File: src/design/rbd_pkg.sv
// Shared constants, register codes and the control record of the RGB box downsampler.
// Used by every module in this folder; depends on nothing.
package rbd_pkg;

  localparam int DEF_MAX_WIDTH  = 4096;
  localparam int DEF_MAX_FACTOR = 16;
  localparam int MAX_HEIGHT     = 4096;

  localparam int PIX_W  = 8;   // one color channel
  localparam int DIM_W  = 13;  // image_width / image_height registers
  localparam int FACT_W = 5;   // shrink_factor register
  localparam int CFG_W  = 13;  // widest register
  localparam int IDX_W  = 2;
  localparam int ROW_W  = 12;  // row position, height is at most 4096

  localparam logic [IDX_W-1:0] REG_IMAGE_WIDTH   = 2'd0;
  localparam logic [IDX_W-1:0] REG_IMAGE_HEIGHT  = 2'd1;
  localparam logic [IDX_W-1:0] REG_SHRINK_FACTOR = 2'd2;

  localparam logic [DIM_W-1:0]  RST_IMAGE_WIDTH   = 13'd640;
  localparam logic [DIM_W-1:0]  RST_IMAGE_HEIGHT  = 13'd480;
  localparam logic [FACT_W-1:0] RST_SHRINK_FACTOR = 5'd2;

  // What the position tracker says about the pixel at the input.
  typedef struct packed {
    logic first_col;   // first column inside its block
    logic first_row;   // first row inside its block
    logic write_col;   // last column of a full block: column sum is updated
    logic block_done;  // bottom-right pixel of a full block: a result leaves
    logic frame_end;   // that result is the last one of the frame
  } rbd_ctl_t;

endpackage

File: src/design/rbd_merge.sv
// Valid and frame-end tracking alongside the lane dividers, and the output
// register that joins the three channel results. Depends on rbd_pkg.
module rbd_merge (
  input  logic                        clk,
  input  logic                        rst,
  input  logic                        start,
  input  logic                        frame_end,
  input  logic [rbd_pkg::PIX_W-1:0]   quo_red,
  input  logic [rbd_pkg::PIX_W-1:0]   quo_green,
  input  logic [rbd_pkg::PIX_W-1:0]   quo_blue,
  output logic                        en,
  output logic                        m_tvalid,
  input  logic                        m_tready,
  output logic [3*rbd_pkg::PIX_W-1:0] m_tdata,
  output logic                        m_tlast
);
  import rbd_pkg::*;

  localparam int STAGES = PIX_W + 1;

  logic [STAGES-1:0] vld;
  logic [STAGES-1:0] fe;

  // The whole pipeline moves together unless the result at the end is held.
  assign en = !vld[STAGES-1] || m_tready;

  always_ff @(posedge clk) begin
    if (rst) begin
      vld <= '0;
    end else if (en) begin
      vld <= {vld[STAGES-2:0], start};
    end
  end

  always_ff @(posedge clk) begin
    if (en)
      fe <= {fe[STAGES-2:0], frame_end};
  end

  assign m_tvalid = vld[STAGES-1];
  assign m_tlast  = fe[STAGES-1];
  assign m_tdata  = {quo_blue, quo_green, quo_red};

endmodule

File: config.mk
export PLATFORM = sky130hd
export DESIGN_NAME = rbd_merge
export DESIGN_NICKNAME = d
export VERILOG_FILES = /design/src/design/rbd_pkg.sv /design/src/design/rbd_merge.sv
export SDC_FILE = /design/constraint.sdc
export NUM_CORES = 1
export LEC_CHECK = 0
export BUFFER_PORTS_ARGS = -buffer_cell sky130_fd_sc_hd__buf_2
export CORE_ASPECT_RATIO = 0.7
export CORE_MARGIN = 2
export CORE_UTILIZATION = 42
export DETAILED_ROUTE_END_ITERATION = 16
export PLACE_DENSITY = 0.82
export SYNTH_ARGS = -nofsm -noshare
export SYNTH_HDL_FRONTEND = slang
export SYNTH_SLANG_ARGS = --single-unit
File: constraint.sdc
create_clock -name clk -period 1.6 [get_ports clk]
set_input_delay 0 -clock clk [delete_from_list [all_inputs] [get_ports clk]]
set_output_delay 0 -clock clk [all_outputs]
set_load 0.01 [all_outputs]
==> qor.yml, run 1 <==
synth:
  synth_most_common_cell: "buf_4"
  ys_seq_elements: 18
  synthesis.area_um2: 796
  synth_edf_count: 9
  syn-num-nets: 92
  synth_warnings: 0
  avgSynthCellArea_um2: 12.6
  yosys.area.top_type_share_pct: 34.0
  synth.largest_area_cell: "edfxtp_1"
  yosysSeqAreaShare_pct: 56.6
  synthCells: 63
  synthTopCellsByCount: "buf_4 (24), dfxtp_1 (9), edfxtp_1 (9), nand2b_1 (8), mux2i_1 (7)"
  synth_area_leaders: "edfxtp_1 (34%), dfxtp_1 (23%), buf_4 (23%), mux2i_1 (8.8%), nand2b_1 (6.3%)"
  synth_top_flop_cell: "edfxtp_1"
  async_flop_share_pct: 0
  yosysUniqueCellTypes: 11
floorplanning:
  die-height_um: 40.4
  dieArea_um2: 2260
  ioPinCount: 56
  die_w_um: 56.0
  core_um2: 1820
  start_util_pct: 43.7
  rows: 13
global_routing:
  grt_pass1_vias: 325
  grt.met3_usage_pct: 8.06
  gr-total-overflow: 0
  use_met1_pct: 10.3
  antenna_found_initial: 0
  grt_first_pass_wirelength_mm: 1.41
  grt.busiest_layer: "met2"
  grt_max_degree: 17
  met2_usage_pct: 12.9
  grtUsageTotal_pct: 9.36
power_and_ir_drop:
  p_total_uw: 756
  p_leak_uw: 0.000297
  vdd_drop_max_v: 0.000581
  powerDensity_nw_per_um2: 1030
drt:
  route.detailed.drc: 0
  drt_iter0_markers: 3
  wire_per_inst_um: 11.9
  drt_wl_total_um: 892
  drtPass1Iterations: 2
  vias_per_cell: 4.56
  drtAntennaViolNets: 0
  vias: 342
placement:
  portBuffers: 7
  gp_congestion: 0.704
worst_setup_path:
  cp-start-kind: "flip-flop"
  reg2reg_from: "vld[8]"
  critPathRequiredTime_ns: 1.60
  path_buf_inv: 2
  cp-end-kind: "output port"
  worstSetupPathType: "flip-flop to output port"
  crit_path_start: "vld[8]"
  slowest_delay_ns: 0.35
  slowest_stage: "dfxtp_1"
  crit_fanout: 16
  path_delay_family: "flip-flops"
  cp.arrival_ns: 1.16
  path_cells: "nor2b_4 > inv_4 > buf_2"
clocking:
  cts.clk_slew.worst_paths_ns: 0.09
  clockRootBuffer: "clkbuf_4"
  cts_setup_buffers: 0
  h-tree-depth: 1
  clk_path_buf_depth: 2
  cts_buffers: 3
  cts_tree: "yes"
  cts.sinks: 18
  clock_latency_ns: 0.29
layout:
  regArea_um2: 450
  final_nets: 83
  syn_to_final_growth_pct: -7.70
  drive_above_1_share_pct: 22.6
  fill_cells: 180
  antenna_cells: 0
  multi_input_area_um2: 155
run_status:
  status: "complete, no violations"
worst_hold_path:
  holdCritPathClass: "primary input to output port"
  hp-start: "quo_green[7]"
sta:
  period_share_pct: 72.4
  max_slew_margin_pct: 85.9
  tns_ns: 0
  worst_slew_pin_slew_ns: 0.211
  setup_viol: 0
  rsz0062_at_grt: "no"
  slew_violations: 0
  fmax_ghz: 0.863
  whs_ns: 0.00000445
  finalHoldViolCount: 0
  clock-skew-final_ns: 0.00219
  min_period_ns: 1.16
job:
  max_cap_viol_count: 0
==> sequential cells by signal, summed over array words and instances (netlist names) <==
name / count
vld: 9
fe: 9
==> placed cells by master (no fill, tap or decap) <==
cell type / instances
nand2b_1: 8
a21oi_1: 1
mux2i_1: 7
dfxtp_1: 9
edfxtp_1: 9
buf_2: 7
nor2b_4: 1
inv_1: 1
o21ai_0: 1
clkbuf_1: 1
clkbuf_4: 3
nand4bb_1: 1
inv_4: 1
dlygate4sd3_1: 3
==> layout make-up <==
class | count | area share [%]
clock buffers | 4 | 3.58
inverters | 2 | 1.36
multi-input cells | 19 | 21.1
flip-flops and latches | 18 | 61.3
well taps | 22 | 3.75
repair buffers | 10 | 8.86
==> final timing paths <==
kind	end	slack [ns]	cells after the start
max	en	0.44	3
min	m_tdata[15]	0.000004	0
max reg2reg	fe[8]	0.64	2
min reg2reg	fe[2]	0.43	0
==> power by group <==
part	switching [uW]	internal [uW]
Combinational	8.87	15.0
Clock	132	96.9
Sequential	4.20	499
Total	145	611
==> cell families (layout without fill, tap and decap cells) <==
family	Yosys count	count (layout)	synth area share [%]
AO/OA/AOI/OAI	2	2	1.26
buffers and inverters	26	16	23.9
flip-flops	18	18	56.6
multiplexers	7	7	8.81
AND/OR/NAND/NOR	10	10	9.43
==> timing repair <==
item                      in CTS  in global routing
hold endpoints to repair       3                  0
resized for setup              0                  0
hold buffers                   3                  0
==> stage by stage <==
stage | worst slack (ns) | std cells | util [%] | area, um2
6_report | 0.441 | 75 | 40.3 | 734
2_1_floorplan | 0.627 | 63 | - | 796
3_5_place_dp | 0.641 | 68 | 37.2 | 678
4_1_cts | 0.413 | 75 | 40.3 | 734
3_3_place_gp | 0.679 | 68 | 37.2 | 678
5_1_grt | 0.332 | 75 | 40.3 | 734
==> layer usage <==
layer / part of all wire (%) / routed length, um
met2: 40 / 357
met1: 48 / 428
met5: 0 / 0
met3: 12 / 106
met4: 0 / 0
Note: power is estimated with default switching activity, not from simulation.
==> run 2, diff against run 1 <==
CORE_UTILIZATION = 39   (was 42)
PLACE_DENSITY = 0.77   (was 0.82)
clock period = 1.2 ns   (was 1.6 ns; I/O delays follow)
==> run 2 against run 1 <==
Compared with the run above: combinational power up 33%; final area rose by 2.4%; register-to-register slack got worse by 0.38 ns; largest cell class unchanged; critical endpoint unchanged; worst hold slack about the same; critical path depth unchanged; largest power group unchanged; routed wire length grew 0.67%; critical path type unchanged; sequential cell count did not move; clock power rose by 57%; highest routed layer is now met4.
==> qor.yml, run 2 (synthesized netlist as in run 1, its figures left out) <==
sta:
  worst_slew_pin_slew_ns: 0.207
  clock-skew-final_ns: 0.00662
  setup_viol: 0
  slew_violations: 0
  period_share_pct: 91.7
  setup_slack_ns: 0.0998
  tns_ns: 0
  rsz0062_at_grt: "no"
  max_slew_margin_pct: 86.2
  fmax_ghz: 0.909
  finalHoldViolCount: 0
  min_period_ns: 1.10
floorplanning:
  die-height_um: 41.8
  start_util_pct: 42.2
  rows: 13
  die_w_um: 58.0
  ioPinCount: 56
  dieArea_um2: 2420
  core_um2: 1890
global_routing:
  gr-total-overflow: 0
  antenna_found_initial: 0
  grtUsageTotal_pct: 8.37
  grt_first_pass_wirelength_mm: 1.46
  grt_pass1_vias: 356
  grt_max_degree: 17
layout:
  syn_to_final_growth_pct: -5.50
  antenna_cells: 0
  reg_top3: "fe: 9 flops, vld: 9 flops"
  final_nets: 84
  layout_common_cells: "edfxtp_1 (9), dfxtp_1 (9), nand2b_1 (8), mux2i_1 (7), buf_2 (7)"
  drive_above_1_share_pct: 25.9
  fill_cells: 189
clocking:
  cts.sinks: 18
  cts_resized: 0
  clock_latency_ns: 0.29
  h-tree-depth: 1
  clk_path_buf_depth: 2
  cts.clk_slew.worst_paths_ns: 0.10
  clockRootBuffer: "clkbuf_4"
  cts_buffers: 3
  cts_tree: "yes"
worst_setup_path:
  slowest_delay_ns: 0.33
  path_delay_family: "buffers and inverters"
  path_cells: "nor2b_4 > inv_4 > buf_2"
  crit_fanout: 16
  cp-start-kind: "flip-flop"
  critPathRequiredTime_ns: 1.20
  slowest_stage: "dfxtp_1"
  cp.arrival_ns: 1.10
  worstSetupPathType: "flip-flop to output port"
  path_buf_inv: 2
  cp-end-kind: "output port"
power_and_ir_drop:
  p_leak_uw: 0.000309
  p_total_uw: 1060
  powerDensity_nw_per_um2: 1410
  vdd_drop_max_v: 0.000795
placement:
  post-place-ws_ns: 0.233
  portBuffers: 7
  gp_congestion: 0.701
worst_hold_path:
  holdCritPathClass: "primary input to output port"
run_status:
  status: "complete, no violations"
drt:
  drtAntennaViolNets: 0
  drt_wl_total_um: 898
  vias: 355
  route.detailed.drc: 0
  drtPass1Iterations: 4
  drt_iter0_markers: 4
  vias_per_cell: 4.67
  wire_per_inst_um: 11.8
job:
  max_cap_viol_count: 0
-- run 2: routing by layer --
layer	share of wire, %	GRT usage (%)	vias to the layer above
li1	-	-	169
met5	0	0	-
met4	1.6	6.51	0
met1	46	8.01	166
met3	10	7.79	6
met2	42	10.9	14
-- run 2: area by class of cell --
| type | instances | area, um2 | share of cell area, % |
|---|---|---|---|
| Clock buffer | 4 | 36.3 | 4.83 |
| Inverter | 2 | 10.0 | 1.33 |
| Multi-Input combinational cell | 19 | 155 | 20.6 |
| Sequential cell | 18 | 450 | 59.9 |
| Tap cell | 22 | 27.5 | 3.66 |
| Timing Repair Buffer | 11 | 72.6 | 9.65 |
-- run 2: path summary, 6_finish.rpt --
path | startpoint | end | slack [ns] | cells after the start
max | vld[8] | en | 0.1 | 3
min | quo_blue[1] | m_tdata[17] | 0.000004 | 0
max reg2reg | vld[8] | fe[1] | 0.26 | 2
min reg2reg | fe[4] | fe[5] | 0.42 | 0
-- run 2: stage by stage --
stage	cells	area, um2	utilization, %	hold slack, ns
floorplan	63	796	-	0.0691
global placement	68	678	35.9	0.0000686
detailed placement	68	678	35.9	0.0000686
CTS	76	752	39.9	0.0000686
global route	76	752	39.9	0.0000202
finish	76	752	39.9	0.00000444
-- run 2: where the power goes --
part / internal, uW / total [uW] / switching (uW)
logic: 20.1 / 31.9 / 11.8
registers: 665 / 670 / 4.87
clock network: 185 / 359 / 174
-- run 2: timing repair --
item	4_1_cts	5_1_grt
hold buffers	3	0
setup buffers	1	0
setup endpoints to repair	1	0
endpoints found under the hold margin	3	0
==> run 3, diff against run 2 <==
ABC_AREA = 1   (was not set)
CORE_UTILIZATION = 40   (was 39)
==> run 3 against run 2 <==
Compared with the run above: non-clock buffer count did not move; first-iteration DRC count rose by 25%; sequential share of layout area fell by 1.5 points; cell count rose by 33%; worst hold slack barely moved; area after synthesis rose by 4.7%; clock power fell by 18%; clock-buffer cell count fell by 1; via count rose by 28%; sequential cell count did not move; critical endpoint unchanged; largest cell class unchanged; largest power group unchanged.
==> qor.yml, run 3 <==
synth:
  synth_area_leaders: "edfxtp_1 (32%), dfxtp_1 (22%), buf_4 (22%), nor2_1 (7.2%), nand3_1 (4.8%)"
  syn-num-nets: 118
  synth_edf_count: 9
  synthTopCellsByCount: "buf_4 (24), nor2_1 (16)"
  synth.largest_area_cell: "edfxtp_1"
  synth_top_flop_cell: "edfxtp_1"
  avgSynthCellArea_um2: 9.36
  synth_most_common_cell: "buf_4"
  synth_warnings: 0
  synthCells: 89
  yosysSeqAreaShare_pct: 54.1
  yosysUniqueCellTypes: 11
  async_flop_share_pct: 0
  synthesis.area_um2: 833
  yosys.area.top_type_share_pct: 32.4
  ys_seq_elements: 18
layout:
  fill_cells: 197
  multi_input_area_um2: 153
  regArea_um2: 450
  reg_top3: "fe: 9 flops, vld: 9 flops"
  antenna_cells: 0
  layout_common_cells: "nor2_1 (16), inv_1 (9), edfxtp_1 (9), dfxtp_1 (9)"
  final_nets: 109
  fin_area_um2: 771
  syn_to_final_growth_pct: -7.51
  final_common_cell: "nor2_1"
  drive_above_1_share_pct: 19.0
worst_setup_path:
  cp-end-kind: "output port"
  reg2reg_from: "vld[8]"
  critPathRequiredTime_ns: 1.20
  cp.arrival_ns: 1.00
  worstSetupPathType: "flip-flop to output port"
  crit_path_start: "vld[8]"
  crit_fanout: 11
  cp-start-kind: "flip-flop"
power_and_ir_drop:
  powerDensity_nw_per_um2: 1320
  vdd_drop_max_v: 0.000805
  p_leak_uw: 0.000304
drt:
  drtAntennaViolNets: 0
  wire_per_inst_um: 10.7
  vias: 455
  route.detailed.drc: 0
  vias_per_cell: 4.50
  routed.top_layer: "met4"
  met2WireLength_um: 447
  drtPass1Iterations: 4
  drt_iter0_markers: 5
  drt_wl_total_mm: 1.08
  met3_length_um: 104
  wl_met1_um: 469
clocking:
  cts_buffers: 3
  clk_path_buf_depth: 2
  cts_tree: "yes"
  cts_setup_buffers: 0
  clock_latency_ns: 0.29
  clockRootBuffer: "clkbuf_4"
  cts.clk_slew.worst_paths_ns: 0.10
  h-tree-depth: 1
  cts.sinks: 18
placement:
  gp_congestion: 0.759
  dp_hpwl_um: 736
  place_area_um2: 712
  portBuffers: 7
sta:
  finalHoldViolCount: 0
  period_share_pct: 83.7
  rsz0062_at_grt: "no"
  fmax_ghz: 0.995
  slew_violations: 0
  setup_viol: 0
  tns_ns: 0
  worst_slew_pin_slew_ns: 0.240
  clock-skew-final_ns: 0.00649
  max_slew_margin_pct: 84.0
  min_period_ns: 1.00
worst_hold_path:
  holdCritPathClass: "primary input to output port"
  hp-start: "quo_blue[4]"
floorplanning:
  dieArea_um2: 2470
  rows: 13
  start_util_pct: 43.8
  core_um2: 1900
  die-height_um: 42.2
  die_w_um: 58.6
  ioPinCount: 56
global_routing:
  gr-total-overflow: 0
  grt_first_pass_wirelength_mm: 1.99
  grtUsageTotal_pct: 11.0
  grt_pass1_vias: 486
  grt_max_degree: 12
  antenna_found_initial: 0
run_status:
  status: "complete, no violations"
job:
  max_cap_viol_count: 0
[run 3: worst max-delay path, stage by stage, from the launching register on]
cell and delay [ns]:
dfxtp_1 0.35, nand2_2 0.17, buf_2 0.20
[run 3: final timing paths]
path                                     to  slack [ns]  cells after the start
worst min register to register        fe[5]        0.43                      0
worst max register to register       vld[0]        0.21                      5
worst max-delay path                     en        0.20                      2
worst min-delay path            m_tdata[20]    0.000004                      0
[run 3: metrics by stage]
stage,hold slack (ns),util [%],power [uW],setup WS (ns),cells
floorplan,0.0691,-,794,0.0785,89
global placement,0.0000686,37.4,728,0.265,94
detailed placement,0.0000686,37.4,728,0.211,94
CTS,0.0000686,40.4,1030,0.0365,101
global route,0.0000151,40.5,1070,0.0868,101
finish,0.00000381,40.5,1020,0.195,101
[run 3: cells by family (layout without fill, tap and decap cells)]
group	Yosys count	after routing	synth area share, %
compound gates	1	1	0.600
buf+inv	36	26	27.9
flops	18	18	54.1
simple gates	34	34	17.4
[run 3: power breakdown]
part,internal (uW),switching (uW)
Clock,121,173
Sequential,670,8.09
Combinational,21.2,23.9
Total,812,205
[run 3: final cells by class]
| class | instances | share of cell area [%] |
|---|---|---|
| flip-flops and latches | 18 | 58.4 |
| well taps | 22 | 3.57 |
| multi-input cells | 35 | 19.8 |
| clock inverters | 1 | 0.487 |
| inverters | 11 | 5.36 |
| repair buffers | 11 | 9.42 |
| clock buffers | 3 | 2.92 |
[run 3: layer usage]
metal | track usage [%] | up-vias
met5 | 0 | -
met4 | 7.44 | 0
met3 | 6.48 | 10
met2 | 15.7 | 18
met1 | 12.2 | 197
li1 | - | 230
[run 3: timing repair]
action / 4_1_cts / 5_1_grt
resized for setup: 0 / 1
hold endpoints to repair: 3 / 0
hold buffers: 3 / 0
endpoints found under the setup margin: 0 / 1
