**config.mk**
```make
export PLATFORM = sky130hd
export DESIGN_NAME = rbd_ctrl
export DESIGN_NICKNAME = d
export VERILOG_FILES = /design/src/design/rbd_pkg.sv /design/src/design/rbd_ctrl.sv
export SDC_FILE = /design/constraint.sdc
export NUM_CORES = 1
export LEC_CHECK = 0
export ABC_AREA = 1
export BUFFER_PORTS_ARGS = -buffer_cell sky130_fd_sc_hd__buf_4
export CAP_MARGIN = 5
export CORE_AREA = 2 2 130 132
export CTS_BUF_LIST = sky130_fd_sc_hd__clkbuf_4
export CTS_CLUSTER_SIZE = 40
export DETAILED_ROUTE_END_ITERATION = 6
export DIE_AREA = 0 0 132 134
export PLACE_DENSITY = 0.78
export SYNTH_ARGS = -nofsm -noshare
export SYNTH_HDL_FRONTEND = slang
export SYNTH_SLANG_ARGS = --single-unit
```
**constraint.sdc**
```tcl
create_clock -name clk -period 11.85 [get_ports clk]
set_input_delay 1.185 -clock clk [delete_from_list [all_inputs] [get_ports clk]]
set_output_delay 1.185 -clock clk [all_outputs]
set_load 0.005 [all_outputs]
```
**src/design/rbd_pkg.sv**
```systemverilog
// Shared constants, register codes and the control record of the RGB box downsampler.
// Used by every module in this folder; depends on nothing.
package rbd_pkg;

  localparam int DEF_MAX_WIDTH  = 4096;
  localparam int DEF_MAX_FACTOR = 16;
  localparam int MAX_HEIGHT     = 4096;

  localparam int PIX_W  = 8;   // one color channel
  localparam int DIM_W  = 13;  // image_width / image_height registers
  localparam int FACT_W = 5;   // shrink_factor register
  localparam int CFG_W  = 13;  // widest register
  localparam int IDX_W  = 2;
  localparam int ROW_W  = 12;  // row position, height is at most 4096

  localparam logic [IDX_W-1:0] REG_IMAGE_WIDTH   = 2'd0;
  localparam logic [IDX_W-1:0] REG_IMAGE_HEIGHT  = 2'd1;
  localparam logic [IDX_W-1:0] REG_SHRINK_FACTOR = 2'd2;

  localparam logic [DIM_W-1:0]  RST_IMAGE_WIDTH   = 13'd640;
  localparam logic [DIM_W-1:0]  RST_IMAGE_HEIGHT  = 13'd480;
  localparam logic [FACT_W-1:0] RST_SHRINK_FACTOR = 5'd2;

  // What the position tracker says about the pixel at the input.
  typedef struct packed {
    logic first_col;   // first column inside its block
    logic first_row;   // first row inside its block
    logic write_col;   // last column of a full block: column sum is updated
    logic block_done;  // bottom-right pixel of a full block: a result leaves
    logic frame_end;   // that result is the last one of the frame
  } rbd_ctl_t;

endpackage

```
**src/design/rbd_ctrl.sv**
```systemverilog
// Configuration registers and frame position tracking of the RGB box downsampler.
// Depends on rbd_pkg.
module rbd_ctrl #(
  parameter int MAX_WIDTH  = rbd_pkg::DEF_MAX_WIDTH,
  parameter int MAX_FACTOR = rbd_pkg::DEF_MAX_FACTOR,
  localparam int ADDRW = $clog2(MAX_WIDTH / 2),
  localparam int AW    = $clog2(MAX_FACTOR * MAX_FACTOR + 1)
) (
  input  logic                       clk,
  input  logic                       rst,
  input  logic                       cfg_we,
  input  logic [rbd_pkg::IDX_W-1:0]  cfg_index,
  input  logic [rbd_pkg::CFG_W-1:0]  cfg_data,
  input  logic                       accept,
  output rbd_pkg::rbd_ctl_t          ctl,
  output logic [ADDRW-1:0]           addr,
  output logic [AW-1:0]              area
);
  import rbd_pkg::*;

  localparam int PW   = $clog2(MAX_WIDTH + 1);
  localparam int EW   = (PW > DIM_W) ? PW : DIM_W;
  localparam int DW   = EW + 1;
  localparam int COLW = $clog2(MAX_WIDTH);
  localparam int CW   = $clog2(MAX_FACTOR);

  logic [DIM_W-1:0]  image_width;
  logic [DIM_W-1:0]  image_height;
  logic [FACT_W-1:0] shrink_factor;

  logic [COLW-1:0]  col;
  logic [COLW-1:0]  bcol;
  logic [ROW_W-1:0] row;
  logic [CW-1:0]    cib;
  logic [CW-1:0]    rib;

  logic [DW-1:0]   w_raw, h_raw, f_raw;
  logic [DW-1:0]   w_e, h_e, f_e;
  logic [2*DW-1:0] area_full;
  logic            col_full, row_full, col_last, row_last, cib_last, rib_last;
  logic            restart;

  assign w_raw = DW'(image_width);
  assign h_raw = DW'(image_height);
  assign f_raw = DW'(shrink_factor);

  always_comb begin
    w_e = (w_raw == '0) ? DW'(1) : ((w_raw > DW'(MAX_WIDTH)) ? DW'(MAX_WIDTH) : w_raw);
    h_e = (h_raw == '0) ? DW'(1) : ((h_raw > DW'(MAX_HEIGHT)) ? DW'(MAX_HEIGHT) : h_raw);
    f_e = (f_raw == '0) ? DW'(1) : ((f_raw > DW'(MAX_FACTOR)) ? DW'(MAX_FACTOR) : f_raw);
  end

  assign area_full = f_e * f_e;

  // A block is full when it ends inside the image; its start is pos - offset.
  assign col_full = (w_e - DW'(col) + DW'(cib)) >= f_e;
  assign row_full = (h_e - DW'(row) + DW'(rib)) >= f_e;
  assign col_last = (w_e - DW'(col)) <= f_e;
  assign row_last = (h_e - DW'(row)) <= f_e;
  assign cib_last = DW'(cib) == (f_e - DW'(1));
  assign rib_last = DW'(rib) == (f_e - DW'(1));

  always_comb begin
    ctl.first_col  = (cib == '0);
    ctl.first_row  = (rib == '0);
    ctl.write_col  = col_full && row_full && cib_last;
    ctl.block_done = col_full && row_full && cib_last && rib_last;
    ctl.frame_end  = col_full && row_full && cib_last && rib_last && col_last && row_last;
  end

  assign addr = bcol[ADDRW-1:0];

  assign restart = cfg_we && (cfg_index == REG_IMAGE_WIDTH || cfg_index == REG_IMAGE_HEIGHT ||
                              cfg_index == REG_SHRINK_FACTOR);

  always_ff @(posedge clk) begin
    if (rst) begin
      image_width   <= RST_IMAGE_WIDTH;
      image_height  <= RST_IMAGE_HEIGHT;
      shrink_factor <= RST_SHRINK_FACTOR;
      area          <= AW'(4);
    end else begin
      area <= area_full[AW-1:0];
      if (cfg_we) begin
        case (cfg_index)
          REG_IMAGE_WIDTH:   image_width   <= cfg_data[DIM_W-1:0];
          REG_IMAGE_HEIGHT:  image_height  <= cfg_data[DIM_W-1:0];
          REG_SHRINK_FACTOR: shrink_factor <= cfg_data[FACT_W-1:0];
          default: ;
        endcase
      end
    end
  end

  always_ff @(posedge clk) begin
    if (rst || restart) begin
      col  <= '0;
      bcol <= '0;
      row  <= '0;
      cib  <= '0;
      rib  <= '0;
    end else if (accept) begin
      if ((DW'(col) + DW'(1)) >= w_e) begin
        col  <= '0;
        bcol <= '0;
        cib  <= '0;
        if ((DW'(row) + DW'(1)) >= h_e) begin
          row <= '0;
          rib <= '0;
        end else begin
          row <= row + ROW_W'(1);
          rib <= rib_last ? '0 : rib + CW'(1);
        end
      end else begin
        col  <= col + COLW'(1);
        cib  <= cib_last ? '0 : cib + CW'(1);
        bcol <= cib_last ? bcol + COLW'(1) : bcol;
      end
    end
  end

endmodule

```
==> results of run 1 <==
==> cell type report <==
cell class	count	area, µm²	share of cell area
inverters	233	876	0.101
flip-flops and latches	82	1640	0.190
diodes	1	2.50	0.000290
multi-input cells	931	5380	0.623
repair buffers	43	323	0.0374
well taps	220	275	0.0319
clock inverters	7	68.8	0.00797
clock buffers	9	67.6	0.00782
==> Yosys cell counts, types with 3 or more instances <==
cell type	n	area [µm²]
sky130_fd_sc_hd__nand2_1	309	1160
sky130_fd_sc_hd__inv_1	226	848
sky130_fd_sc_hd__nor2_1	124	465
sky130_fd_sc_hd__ha_1	98	1230
sky130_fd_sc_hd__dfxtp_1	82	1640
sky130_fd_sc_hd__nand3_1	79	395
sky130_fd_sc_hd__a21oi_1	78	390
sky130_fd_sc_hd__o21ai_0	53	265
sky130_fd_sc_hd__xor2_1	36	315
sky130_fd_sc_hd__nand4_1	29	181
sky130_fd_sc_hd__nor3_1	19	95.1
sky130_fd_sc_hd__nand2_2	15	93.8
sky130_fd_sc_hd__clkbuf_1	12	45.0
sky130_fd_sc_hd__nand3_2	9	90.1
sky130_fd_sc_hd__xnor2_1	9	78.8
sky130_fd_sc_hd__nor2_2	8	50.1
sky130_fd_sc_hd__fa_1	7	140
sky130_fd_sc_hd__nor4_1	6	37.5
sky130_fd_sc_hd__inv_2	5	18.8
sky130_fd_sc_hd__nor3_2	5	50.1
sky130_fd_sc_hd__o211ai_1	5	37.5
sky130_fd_sc_hd__o21ai_1	5	25.0
sky130_fd_sc_hd__a21oi_2	3	26.3
sky130_fd_sc_hd__a22oi_1	3	22.5
sky130_fd_sc_hd__buf_2	3	15.0
sky130_fd_sc_hd__buf_4	3	22.5
sky130_fd_sc_hd__nand3b_1	3	22.5
sky130_fd_sc_hd__nor2_4	3	33.8
sky130_fd_sc_hd__o22ai_1	3	18.8
==> worst max path at each step <==
stage	slack, ns	startpoint	end	cells after the start
final	6.09	image_width[5]	ctl[1]	29
after global routing	5.64	image_height[6]	ctl[2]	32
after CTS	6.07	image_width[5]	ctl[1]	29
after detailed placement	6.65	image_width[8]	ctl[1]	27
after global placement	6.76	image_width[8]	ctl[2]	27
after floorplan	7.19	image_width[8]	ctl[1]	26
==> worst reg2reg max path, cell delays in order, from the launching register on <==
cell                      delay, ns
sky130_fd_sc_hd__dfxtp_1       0.45
sky130_fd_sc_hd__inv_1         0.11
sky130_fd_sc_hd__nor3_2        0.24
sky130_fd_sc_hd__nand3_1       0.16
sky130_fd_sc_hd__nor3_2        0.23
sky130_fd_sc_hd__nand2_1       0.08
sky130_fd_sc_hd__nor2_1        0.16
sky130_fd_sc_hd__nand3_1       0.11
sky130_fd_sc_hd__xor2_1        0.17
sky130_fd_sc_hd__ha_1          0.30
sky130_fd_sc_hd__nand2_1       0.07
sky130_fd_sc_hd__nor2_1        0.15
sky130_fd_sc_hd__nand2_1       0.08
sky130_fd_sc_hd__o211a_1       0.12
sky130_fd_sc_hd__nand3_2       0.17
sky130_fd_sc_hd__nand2_1       0.36
sky130_fd_sc_hd__nor3_2        0.81
sky130_fd_sc_hd__nand2_1       0.25
sky130_fd_sc_hd__o22ai_1       0.21
==> routing by layer <==
| metal | up-vias | share of wire | GRT usage |
|---|---|---|---|
| li1 | 4106 | - | - |
| met1 | 3528 | 0.47 | 0.311 |
| met2 | 179 | 0.45 | 0.392 |
| met3 | 26 | 0.056 | 0.0416 |
| met4 | 0 | 0.027 | 0.0700 |
| met5 | - | 0 | 0 |
==> registers in the layout, summed over array words and instances (netlist names) <==
name and cells:
rib 4, col 12, image_width 13, row 12, bcol 11, area 8
image_height 13, shrink_factor 5, cib 4
==> power by group <==
group | leakage, nW | internal (mW) | total (mW) | switching [mW]
logic | 3.79 | 0.0845 | 0.243 | 0.159
clock network | 0.0700 | 0.0491 | 0.174 | 0.125
registers | 0.666 | 0.284 | 0.290 | 0.00614
total | 4.53 | 0.418 | 0.707 | 0.290
==> kinds of logic (layout without fill, tap and decap cells) <==
| group | Yosys count | after routing | share of synthesized area |
|---|---|---|---|
| compound gates | 161 | 161 | 0.109 |
| xor+xnor | 45 | 45 | 0.0494 |
| fa+ha+maj | 105 | 105 | 0.171 |
| buf+inv | 252 | 292 | 0.121 |
| flops | 82 | 82 | 0.206 |
| other cells | 1 | 5 | 0.000470 |
| simple gates | 616 | 616 | 0.343 |
==> flow_summary.rst, run 1 <==
.. list-table::
   :header-rows: 1

   * - Metric
     - Value
   * - Post-detailed-placement cell area
     - 0.00850 mm²
   * - Fill cells
     - 1649
   * - Seq cells post-synth
     - 82
   * - Largest fanout of any net on the critical path
     - 6
   * - Clock latency of the later-clocked register in the worst-skew pair
     - 0.50 ns
   * - Hold-fix buffers at CTS
     - 0
   * - Post-CTS clock slew at the launch and capture registers of the worst setup and hold paths
     - 0.16 ns
   * - Synth Flop Type
     - sky130_fd_sc_hd__dfxtp_1
   * - Endpoint with the worst hold slack
     - row[9]
   * - Min cycle time layout
     - between 5 and 6 ns
   * - Commonest non-fill, non-tap cell in the layout
     - sky130_fd_sc_hd__nand2_1
   * - Buffers and inverters on the worst path
     - 5
   * - Endpoint arrival time on the critical path
     - 4.57 ns
   * - H-Tree Depth
     - 3
   * - Number of instances on the worst hold path
     - 2
   * - Cell variety after synth
     - 47
   * - Worst-margin pin slew
     - about 1.0 ns
   * - Core area
     - 0.0163 mm²
   * - Slew Viols, Final
     - 0
   * - Path type of the worst setup path
     - reg -> out
   * - Leak
     - 4.53 nW
   * - Inserted Clock Buffers
     - 9
   * - Number of buffers added on ports
     - 42
   * - Gpl congestion
     - 0.943
   * - Top-level I/O count
     - 44
   * - Part of the Yosys area used for sequential elements
     - 0.206
   * - Highest achievable clock rate
     - 0.174 GHz
   * - EDFF count, synth
     - 0
   * - Total clock sinks
     - 82
   * - Via Count
     - 7839
   * - Iter 0 DRT Violations
     - 497
   * - Worst-case hold slack
     - 0.481 ns
   * - Mapped Cells
     - 1262
   * - Worst hold path type
     - reg -> reg
   * - Antenna-violating nets left
     - 0
   * - Total of endpoints with negative setup slack in the final report
     - 0
   * - Summed negative setup slack over all endpoints
     - 0 ns
   * - Maximum clock path buffer count
     - 2
   * - Total congestion overflow
     - 0
   * - Reg2Reg Capture Point
     - rib[1]
   * - Setup repair bufs after CTS
     - 0
   * - Start point of the worst hold path
     - row[9]
   * - Max rail drop VDD
     - just over 70 µV
   * - Highest-count cells in the layout ignoring fill and taps
     - sky130_fd_sc_hd__nand2_1 (309), sky130_fd_sc_hd__inv_1 (226), sky130_fd_sc_hd__nor2_1 (124), sky130_fd_sc_hd__ha_1 (98), sky130_fd_sc_hd__dfxtp_1 (82)
   * - Crit-path max cell delay
     - 0.33 ns
   * - Routed vias/inst
     - ~5.1
   * - Summed instance area of the synthesized netlist
     - 0.00798 mm²
   * - Worst rel slew slack
     - 0.321
   * - Library cell used as clock root buffer
     - sky130_fd_sc_hd__clkbuf_4
   * - Worst-case setup margin in the final layout
     - 6.09 ns
   * - Total power of the final layout
     - 0.707 mW
   * - Register-to-Register Path Depth
     - 18
   * - Overall die width
     - 132 µm
   * - Unrepaired setup endpoints after global routing
     - no
   * - Num rows
     - 47
   * - Clk_skew
     - roughly 0.024 ns
   * - Crit-path most repeated cell
     - sky130_fd_sc_hd__nand2_1
   * - HPWL after detailed placement
     - 16200 µm
   * - Number of standard cells in the layout, taps in and fillers out
     - 1526
   * - DR DRC count
     - 0
   * - Critical Path End Type
     - output pin
   * - Yosys synthesis warning count
     - 0
   * - Drt first pass iters
     - 5
   * - Critical path required time
     - 10.67 ns
   * - Area of the die
     - between 0.015 and 0.02 mm²
   * - Proportion of layout cells with a drive suffix above 1
     - 0.0866
   * - Final WL
     - 20200 µm
   * - Kind of cell adding the most delay to the critical path
     - simple AND/OR/NAND/NOR gates
   * - Fin util
     - 0.530
   * - Area added between synthesis and finish
     - 8.20%
   * - GRT Total Usage
     - 0.235
   * - Number of violations of the max-capacitance limit
     - 0
   * - Initial antenna violation count
     - 1
   * - Chip Height
     - around 130 µm
   * - Post-synthesis average cell area
     - 6.33 µm²
   * - Setup slack, reg-to-reg
     - 7.55 ns
   * - Wire length of the first global-routing pass
     - about 34000 µm
   * - Number of global-route vias before repair
     - between 7000 and 8000
   * - Reg2Reg Launch Point
     - col[0]
   * - Clock tree from TritonCTS
     - yes
   * - Number of nets in the layout
     - around 1400
   * - Power per Cell Area
     - 81.9 mW/mm²
   * - Maximum number of pins on one net before global-route repair
     - 36
   * - Number of hold-slack violations in the final timing report
     - 0
   * - Startpoint types
     - flop
   * - Minimum setup slack after placement
     - 6.65 ns
   * - Resized Gates After CTS
     - 0
   * - Fraction of registers with async set or reset after synthesis
     - 0
   * - Outcome
     - completed
   * - Post-Place Cells
     - 1509
   * - Summed area of non-filler cells in the final layout
     - 0.00864 mm²
   * - Final Cycle Share
     - 0.486
   * - Wire length per cell
     - 13.3 µm
   * - Starting Density
     - 0.490
   * - CP max stage cell
     - sky130_fd_sc_hd__dfxtp_1
No activity file was read; power rests on OpenSTA's default activity.
==> inputs of run 2 (changes only) <==
clock period = 5.3 ns   (was 11.85 ns; I/O delays follow)
==> run 2 against run 1 <==
Net effect:
- clock skew is 0.0027 ns lower
- sequential cell count stayed put
- wire length grew 2.1%
- critical path type unchanged
- critical endpoint unchanged
==> flow_summary.rst, run 2 (same netlist as run 1, synthesis figures left out) <==
.. list-table::
   :header-rows: 1

   * - Metric
     - Value
   * - Outcome
     - completed (unchanged)
   * - H-Tree Depth
     - 3 (unchanged)
   * - Routing usage on met1
     - 0.306 (was 0.311)
   * - Total congestion overflow
     - 0 (unchanged)
   * - Via Count
     - 7979 (was 7839)
   * - Post-detailed-placement cell area
     - 0.00851 mm² (was 0.00850 mm²)
   * - Start point of the worst hold path
     - rst (was row[9])
   * - Routed vias/inst
     - 5.22 (was 5.14)
   * - Wire length per cell
     - 13.5 µm (was 13.3 µm)
   * - Fin util
     - 0.539 (was 0.530)
   * - Area added between synthesis and finish
     - 9.89% (was 8.20%)
   * - Number of standard cells in the layout, taps in and fillers out
     - 1530 (was 1526)
   * - Clock tree from TritonCTS
     - yes (unchanged)
   * - Drt first pass iters
     - 6 (was 5)
   * - Startpoint types
     - flop (unchanged)
   * - Inserted Clock Buffers
     - 9 (unchanged)
   * - Initial antenna violation count
     - 1 (unchanged)
   * - Library cell used as clock root buffer
     - sky130_fd_sc_hd__clkbuf_4 (unchanged)
   * - Number of hold-slack violations in the final timing report
     - 0 (unchanged)
   * - Number of buffers added on ports
     - 42 (unchanged)
   * - Buffers and inverters on the worst path
     - 5 (unchanged)
   * - Clock group share of total power
     - 0.252 (was 0.246)
   * - Clock latency of the later-clocked register in the worst-skew pair
     - 0.49 ns (was 0.50 ns)
   * - Endpoint with the worst hold slack
     - area[3] (was row[9])
   * - Clk_skew
     - 0.0216 ns (was 0.0243 ns)
   * - Internal power
     - 0.979 mW (was 0.418 mW)
   * - Chip Height
     - 134 µm (unchanged)
   * - Number of nets in the layout
     - 1428 (was 1424)
   * - Kind of cell adding the most delay to the critical path
     - simple AND/OR/NAND/NOR gates (unchanged)
   * - Number of violations of the max-capacitance limit
     - 0 (unchanged)
   * - Final Cycle Share
     - 0.932
   * - Maximum number of pins on one net before global-route repair
     - 36 (unchanged)
   * - Proportion of layout cells with a drive suffix above 1
     - 0.103 (was 0.0866)
   * - Post-Place Cells
     - 1510 (was 1509)
   * - Critical path required time
     - 4.77 ns (was 10.67 ns)
   * - Highest achievable clock rate
     - 0.202 GHz
   * - Overall die width
     - 132 µm (unchanged)
   * - Path type of the worst setup path
     - reg -> out (unchanged)
   * - Core area
     - 0.0163 mm² (unchanged)
   * - Top-level I/O count
     - 44 (unchanged)
   * - Commonest non-fill, non-tap cell in the layout
     - sky130_fd_sc_hd__nand2_1 (unchanged)
   * - Maximum clock path buffer count
     - 2 (unchanged)
   * - Register-to-Register Path Depth
     - 18 (unchanged)
   * - Reg2Reg Launch Point
     - col[2] (was col[0])
   * - GRT Total Usage
     - 0.235 (about the same)
   * - DR DRC count
     - 0 (unchanged)
   * - Largest registers
     - image_height x13, image_width x13 (unchanged)
   * - Global routing usage on met3
     - 0.0412 (was 0.0416)
   * - Num rows
     - 47 (unchanged)
   * - Area of the die
     - 0.0177 mm² (unchanged)
   * - Summed area of non-filler cells in the final layout
     - 0.00877 mm² (was 0.00864 mm²)
   * - Summed negative setup slack over all endpoints
     - 0 ns (unchanged)
   * - Switching Fraction
     - 0.394 (was 0.410)
   * - Max rail drop VDD
     - 154 µV (was 72.4 µV)
   * - CP max stage cell
     - sky130_fd_sc_hd__fa_2 (was sky130_fd_sc_hd__dfxtp_1)
   * - Antenna-violating nets left
     - 0 (unchanged)
   * - Comb pwr share
     - 0.347 (was 0.344)
   * - Total of endpoints with negative setup slack in the final report
     - 0 (unchanged)
   * - Final WL
     - 20700 µm (was 20200 µm)
   * - Crit-path max cell delay
     - 0.59 ns (was 0.33 ns)
   * - Most Used Layer, Global Route
     - met2 (unchanged)
   * - Flop pwr share
     - 0.402 (was 0.410)
   * - Total clock sinks
     - 82 (unchanged)
   * - Number of instances on the worst hold path
     - 2 (unchanged)
   * - Worst-margin pin slew
     - 0.958 ns (was 1.01 ns)
   * - Min cycle time layout
     - 4.94 ns
   * - Starting Density
     - 0.490 (unchanged)
   * - Met2 layer usage reported by global route
     - 0.386 (was 0.392)
   * - Wire length of the first global-routing pass
     - 33800 µm (unchanged)
   * - Worst hold path type
     - in -> reg (was reg -> reg)
   * - Reg2Reg Capture Point
     - rib[1] (unchanged)
   * - Fill cells
     - 1615 (was 1649)
   * - Hold-fix buffers at CTS
     - 0 (unchanged)
   * - Endpoint arrival time on the critical path
     - 4.41 ns (was 4.57 ns)
   * - Gpl congestion
     - 0.939 (was 0.943)
   * - Iter 0 DRT Violations
     - 512 (was 497)
   * - Setup slack, reg-to-reg
     - 1.40 ns (was 7.55 ns)
   * - Number of global-route vias before repair
     - 7112 (was 7090)
   * - Slew Viols, Final
     - 0 (unchanged)
   * - Net load switching power
     - 0.636 mW (was 0.290 mW)
   * - Power per Cell Area
     - 184 mW/mm² (was 81.9 mW/mm²)
   * - HPWL after detailed placement
     - 16300 µm (was 16200 µm)
   * - Post-CTS clock slew at the launch and capture registers of the worst setup and hold paths
     - 0.15 ns (was 0.16 ns)
   * - Largest fanout of any net on the critical path
     - 4 (was 6)
   * - Highest-count cells in the layout ignoring fill and taps
     - sky130_fd_sc_hd__nand2_1 (307), sky130_fd_sc_hd__inv_1 (224), sky130_fd_sc_hd__nor2_1 (118), sky130_fd_sc_hd__ha_1 (94), sky130_fd_sc_hd__dfxtp_1 (82) (was sky130_fd_sc_hd__nand2_1 (309), sky130_fd_sc_hd__inv_1 (226), sky130_fd_sc_hd__nor2_1 (124), sky130_fd_sc_hd__ha_1 (98), sky130_fd_sc_hd__dfxtp_1 (82))
   * - Critical Path End Type
     - output pin (unchanged)
   * - Leak
     - 4.56 nW (was 4.53 nW)
   * - Worst rel slew slack
     - 0.361 (was 0.321)
-- run 2: cell count changes in the layout (fill, tap and decap cells not counted), sizes merged --
cell      delta
clkinvlp     -2
clkinv       +1
bufinv       +1
buf          +4
-- run 2: per-stage QoR --
step | power, mW | hold WS (ns) | worst slack [ns]
5_1_grt | 1.73 | 0.221 | -0.0650
3_5_place_dp | 1.20 | 0.464 | 0.807
2_1_floorplan | 1.07 | 0.445 | 1.30
4_1_cts | 1.60 | 0.226 | 0.233
6_report | 1.62 | 0.242 | 0.360
3_3_place_gp | 1.19 | 0.453 | 0.870
-- run 2: layout make-up --
cell class	instances	area (µm²)	area share
inverter	233	876	0.0998
timing repair buffer	47	353	0.0402
tap	220	275	0.0314
clock inverter	7	72.6	0.00827
antenna	1	2.50	0.000285
multi-input combinational	931	5490	0.625
sequential	82	1640	0.187
clock buffer	9	67.6	0.00770
-- run 2: power by group through the flow --
| stage | logic (mW) | clock network [mW] | registers [mW] |
|---|---|---|---|
| after CTS | 0.545 | 0.412 | 0.648 |
| after detailed placement | 0.541 | 0 | 0.661 |
| after global placement | 0.531 | 0 | 0.661 |
| final | 0.560 | 0.407 | 0.649 |
| after global routing | 0.640 | 0.435 | 0.651 |
| after floorplan | 0.410 | 0 | 0.657 |
-- run 2: routing by layer --
metal	share of wire	wire, µm
met4	0.032	671
met5	0	0
met2	0.45	9390
met1	0.45	9200
met3	0.067	1390
-- run 2: what timing repair did --
action	4_1_cts	5_1_grt
endpoints found under the setup margin	0	3
gates resized for setup	0	25
setup buffers	0	3
-- run 2: worst max-delay path by stage --
stage | slack, ns | endpoint | depth (start not counted) | start
floorplan | 1.30 | ctl[1] | 26 | image_width[8]
global placement | 0.87 | ctl[2] | 27 | image_width[8]
detailed placement | 0.81 | ctl[1] | 28 | image_height[5]
CTS | 0.23 | ctl[1] | 29 | image_width[7]
global route | -0.06 | ctl[1] | 28 | image_height[5]
finish | 0.36 | ctl[1] | 28 | image_height[5]
==> inputs of run 3 (changes only) <==
CORE_AREA = 4 4 118 120   (was 2 2 130 132)
DIE_AREA = 0 0 122 124   (was 0 0 132 134)
PLACE_DENSITY = 0.93   (was 0.78)
RECOVER_POWER = 50   (was not set)
==> run 3 against run 2 <==
Net effect:
- die area decreased by 14%
- via count up 2.8%
- wire length is 3.1% higher
- sequential power is essentially flat
- clock power grew 14%
- sequential cell count unchanged
- global-route usage up 5.1 points
- register-to-register slack worse by 0.27 ns
- worst setup slack worse by 0.031 ns
- maximum frequency shrank 0.62%
- critical path type unchanged
- critical endpoint unchanged
- largest cell class unchanged
- highest routed layer unchanged
==> flow_summary.rst, run 3 (same netlist as run 1, synthesis figures left out) <==
.. list-table::
   :header-rows: 1

   * - Metric
     - Value
   * - Summed negative setup slack over all endpoints
     - 0 ns (unchanged)
   * - Highest achievable clock rate
     - 0.201 GHz (was 0.202 GHz)
   * - Fill cells
     - 1116 (was 1615)
   * - Startpoint types
     - flop (unchanged)
   * - Total congestion overflow
     - 0 (unchanged)
   * - Number of hold-slack violations in the final timing report
     - 0 (unchanged)
   * - Wire length per cell
     - 14.3 µm (was 13.5 µm)
   * - Endpoint arrival time on the critical path
     - 4.44 ns (was 4.41 ns)
   * - Final Cycle Share
     - 0.938 (was 0.932)
   * - Power per Cell Area
     - 193 mW/mm² (was 184 mW/mm²)
   * - Worst hold path type
     - in -> reg (unchanged)
   * - Number of standard cells in the layout, taps in and fillers out
     - 1486 (was 1530)
   * - Number of global-route vias before repair
     - 7719 (was 7112)
   * - Clk_skew
     - 0.0201 ns (was 0.0216 ns)
   * - Net load switching power
     - 0.645 mW (was 0.636 mW)
   * - Flop pwr share
     - 0.386 (was 0.402)
   * - Worst-margin pin slew
     - 0.956 ns (was 0.958 ns)
   * - Largest registers
     - image_height x13, image_width x13 (unchanged)
   * - Antenna-violating nets left
     - 0 (unchanged)
   * - Clock group share of total power
     - 0.276 (was 0.252)
   * - Min cycle time layout
     - 4.97 ns (was 4.94 ns)
   * - Post-detailed-placement cell area
     - 0.00845 mm² (was 0.00851 mm²)
   * - Final WL
     - 21300 µm (was 20700 µm)
   * - Clock latency of the later-clocked register in the worst-skew pair
     - 0.49 ns (about the same)
   * - Internal power
     - 1.03 mW (was 0.979 mW)
   * - Summed area of non-filler cells in the final layout
     - 0.00872 mm² (was 0.00877 mm²)
   * - Post-Place Cells
     - 1466 (was 1510)
   * - Initial antenna violation count
     - 1 (unchanged)
   * - H-Tree Depth
     - 3 (unchanged)
   * - Iter 0 DRT Violations
     - 729 (was 512)
   * - Worst rel slew slack
     - 0.362 (was 0.361)
   * - Max rail drop VDD
     - 250 µV (was 154 µV)
   * - Core area
     - 0.0130 mm² (was 0.0163 mm²)
   * - Comb pwr share
     - 0.338 (was 0.347)
   * - Critical path required time
     - 4.77 ns (about the same)
   * - Drt first pass iters
     - 6 (unchanged)
   * - Via Count
     - 8202 (was 7979)
   * - Largest fanout of any net on the critical path
     - 4 (unchanged)
   * - Maximum number of pins on one net before global-route repair
     - 36 (unchanged)
   * - Library cell used as clock root buffer
     - sky130_fd_sc_hd__clkbuf_4 (unchanged)
   * - Post-CTS clock slew at the launch and capture registers of the worst setup and hold paths
     - 0.16 ns (was 0.15 ns)
   * - Outcome
     - completed (unchanged)
   * - Area of the die
     - 0.0151 mm² (was 0.0177 mm²)
   * - Buffers and inverters on the worst path
     - 5 (unchanged)
   * - Switching Fraction
     - 0.384 (was 0.394)
   * - Total of endpoints with negative setup slack in the final report
     - 0 (unchanged)
   * - Gpl congestion
     - 0.979 (was 0.939)
   * - Clock tree from TritonCTS
     - yes (unchanged)
   * - Chip Height
     - 124 µm (was 134 µm)
   * - Kind of cell adding the most delay to the critical path
     - simple AND/OR/NAND/NOR gates (unchanged)
   * - HPWL after detailed placement
     - 16500 µm (was 16300 µm)
   * - Number of violations of the max-capacitance limit
     - 0 (unchanged)
   * - Crit-path max cell delay
     - 0.58 ns (was 0.59 ns)
   * - Commonest non-fill, non-tap cell in the layout
     - sky130_fd_sc_hd__nand2_1 (unchanged)
   * - Routed vias/inst
     - 5.52 (was 5.22)
   * - Worst-case hold slack
     - 0.259 ns (was 0.242 ns)
   * - Top-level I/O count
     - 44 (unchanged)
   * - Proportion of layout cells with a drive suffix above 1
     - 0.100 (was 0.103)
   * - Maximum clock path buffer count
     - 2 (unchanged)
   * - Wire length of the first global-routing pass
     - 34900 µm (was 33800 µm)
   * - Overall die width
     - 122 µm (was 132 µm)
   * - Starting Density
     - 0.615 (was 0.490)
   * - Area added between synthesis and finish
     - 9.23% (was 9.89%)
   * - Num rows
     - 42 (was 47)
   * - Highest-count cells in the layout ignoring fill and taps
     - sky130_fd_sc_hd__nand2_1 (308), sky130_fd_sc_hd__inv_1 (225), sky130_fd_sc_hd__nor2_1 (119), sky130_fd_sc_hd__ha_1 (93), sky130_fd_sc_hd__dfxtp_1 (82) (was sky130_fd_sc_hd__nand2_1 (307), sky130_fd_sc_hd__inv_1 (224), sky130_fd_sc_hd__nor2_1 (118), sky130_fd_sc_hd__ha_1 (94), sky130_fd_sc_hd__dfxtp_1 (82))
   * - Fin util
     - 0.672 (was 0.539)
   * - Slew Viols, Final
     - 0 (unchanged)
   * - Leak
     - 4.55 nW (was 4.56 nW)
   * - CP max stage cell
     - sky130_fd_sc_hd__fa_2 (unchanged)
   * - Total clock sinks
     - 82 (unchanged)
   * - Inserted Clock Buffers
     - 9 (unchanged)
   * - Number of buffers added on ports
     - 42 (unchanged)
   * - Path type of the worst setup path
     - reg -> out (unchanged)
   * - Critical Path End Type
     - output pin (unchanged)
   * - Number of nets in the layout
     - 1428 (unchanged)
   * - GRT Total Usage
     - 0.286 (was 0.235)
   * - DR DRC count
     - 0 (unchanged)
[run 3: path summary, 6_finish.rpt]
check | from | to | slack (ns) | cells after the start
worst min register to register | row[4] | row[4] | 0.48 | 2
worst min-delay path | cfg_data[8] | image_height[8] | 0.26 | 3
worst max register to register | col[0] | rib[2] | 1.13 | 19
worst max-delay path | image_height[5] | ctl[1] | 0.33 | 28
[run 3: cell type report]
class	count	area, µm²	area share
sequential	82	1640	0.188
clock buffer	10	75.1	0.00861
tap	176	220	0.0253
timing repair buffer	47	338	0.0387
clock inverter	6	97.6	0.0112
antenna	1	2.50	0.000287
multi-input combinational	931	5470	0.627
inverter	233	876	0.100
[run 3: metrics by stage]
| stage | setup WS [ns] | power [mW] |
|---|---|---|
| 2_1_floorplan | 1.30 | 1.07 |
| 3_3_place_gp | 0.837 | 1.19 |
| 6_report | 0.329 | 1.68 |
| 5_1_grt | -0.0332 | 1.79 |
| 3_5_place_dp | 0.776 | 1.21 |
| 4_1_cts | 0.210 | 1.66 |
[run 3: routing by layer]
metal,part of all wire,GRT usage
met5,0,0
met4,0.049,0.141
met3,0.070,0.0563
met2,0.47,0.489
met1,0.41,0.345
[run 3: worst reg2reg max path, delay by kind of cell (launching register included)]
family          cells  cell delay (ns)
xor+xnor            1             0.17
flops               1             0.47
buf+inv             2             0.31
simple gates       13             2.50
compound gates      2             0.35
fa+ha+maj           1             0.31
[run 3: power by group through the flow]
stage          combinational, mW  sequential (mW)  clock [mW]
2_1_floorplan              0.410            0.657           0
3_3_place_gp               0.527            0.660           0
3_5_place_dp               0.545            0.661           0
4_1_cts                    0.549            0.647       0.466
5_1_grt                    0.648            0.650       0.491
6_report                   0.568            0.649       0.463
[run 3: what timing repair did]
| action | CTS | global route |
|---|---|---|
| hold buffers | 0 | 0 |
| gates resized for setup | 0 | 23 |
| buffers inserted | 0 | 3 |
| setup endpoints to repair | 0 | 3 |
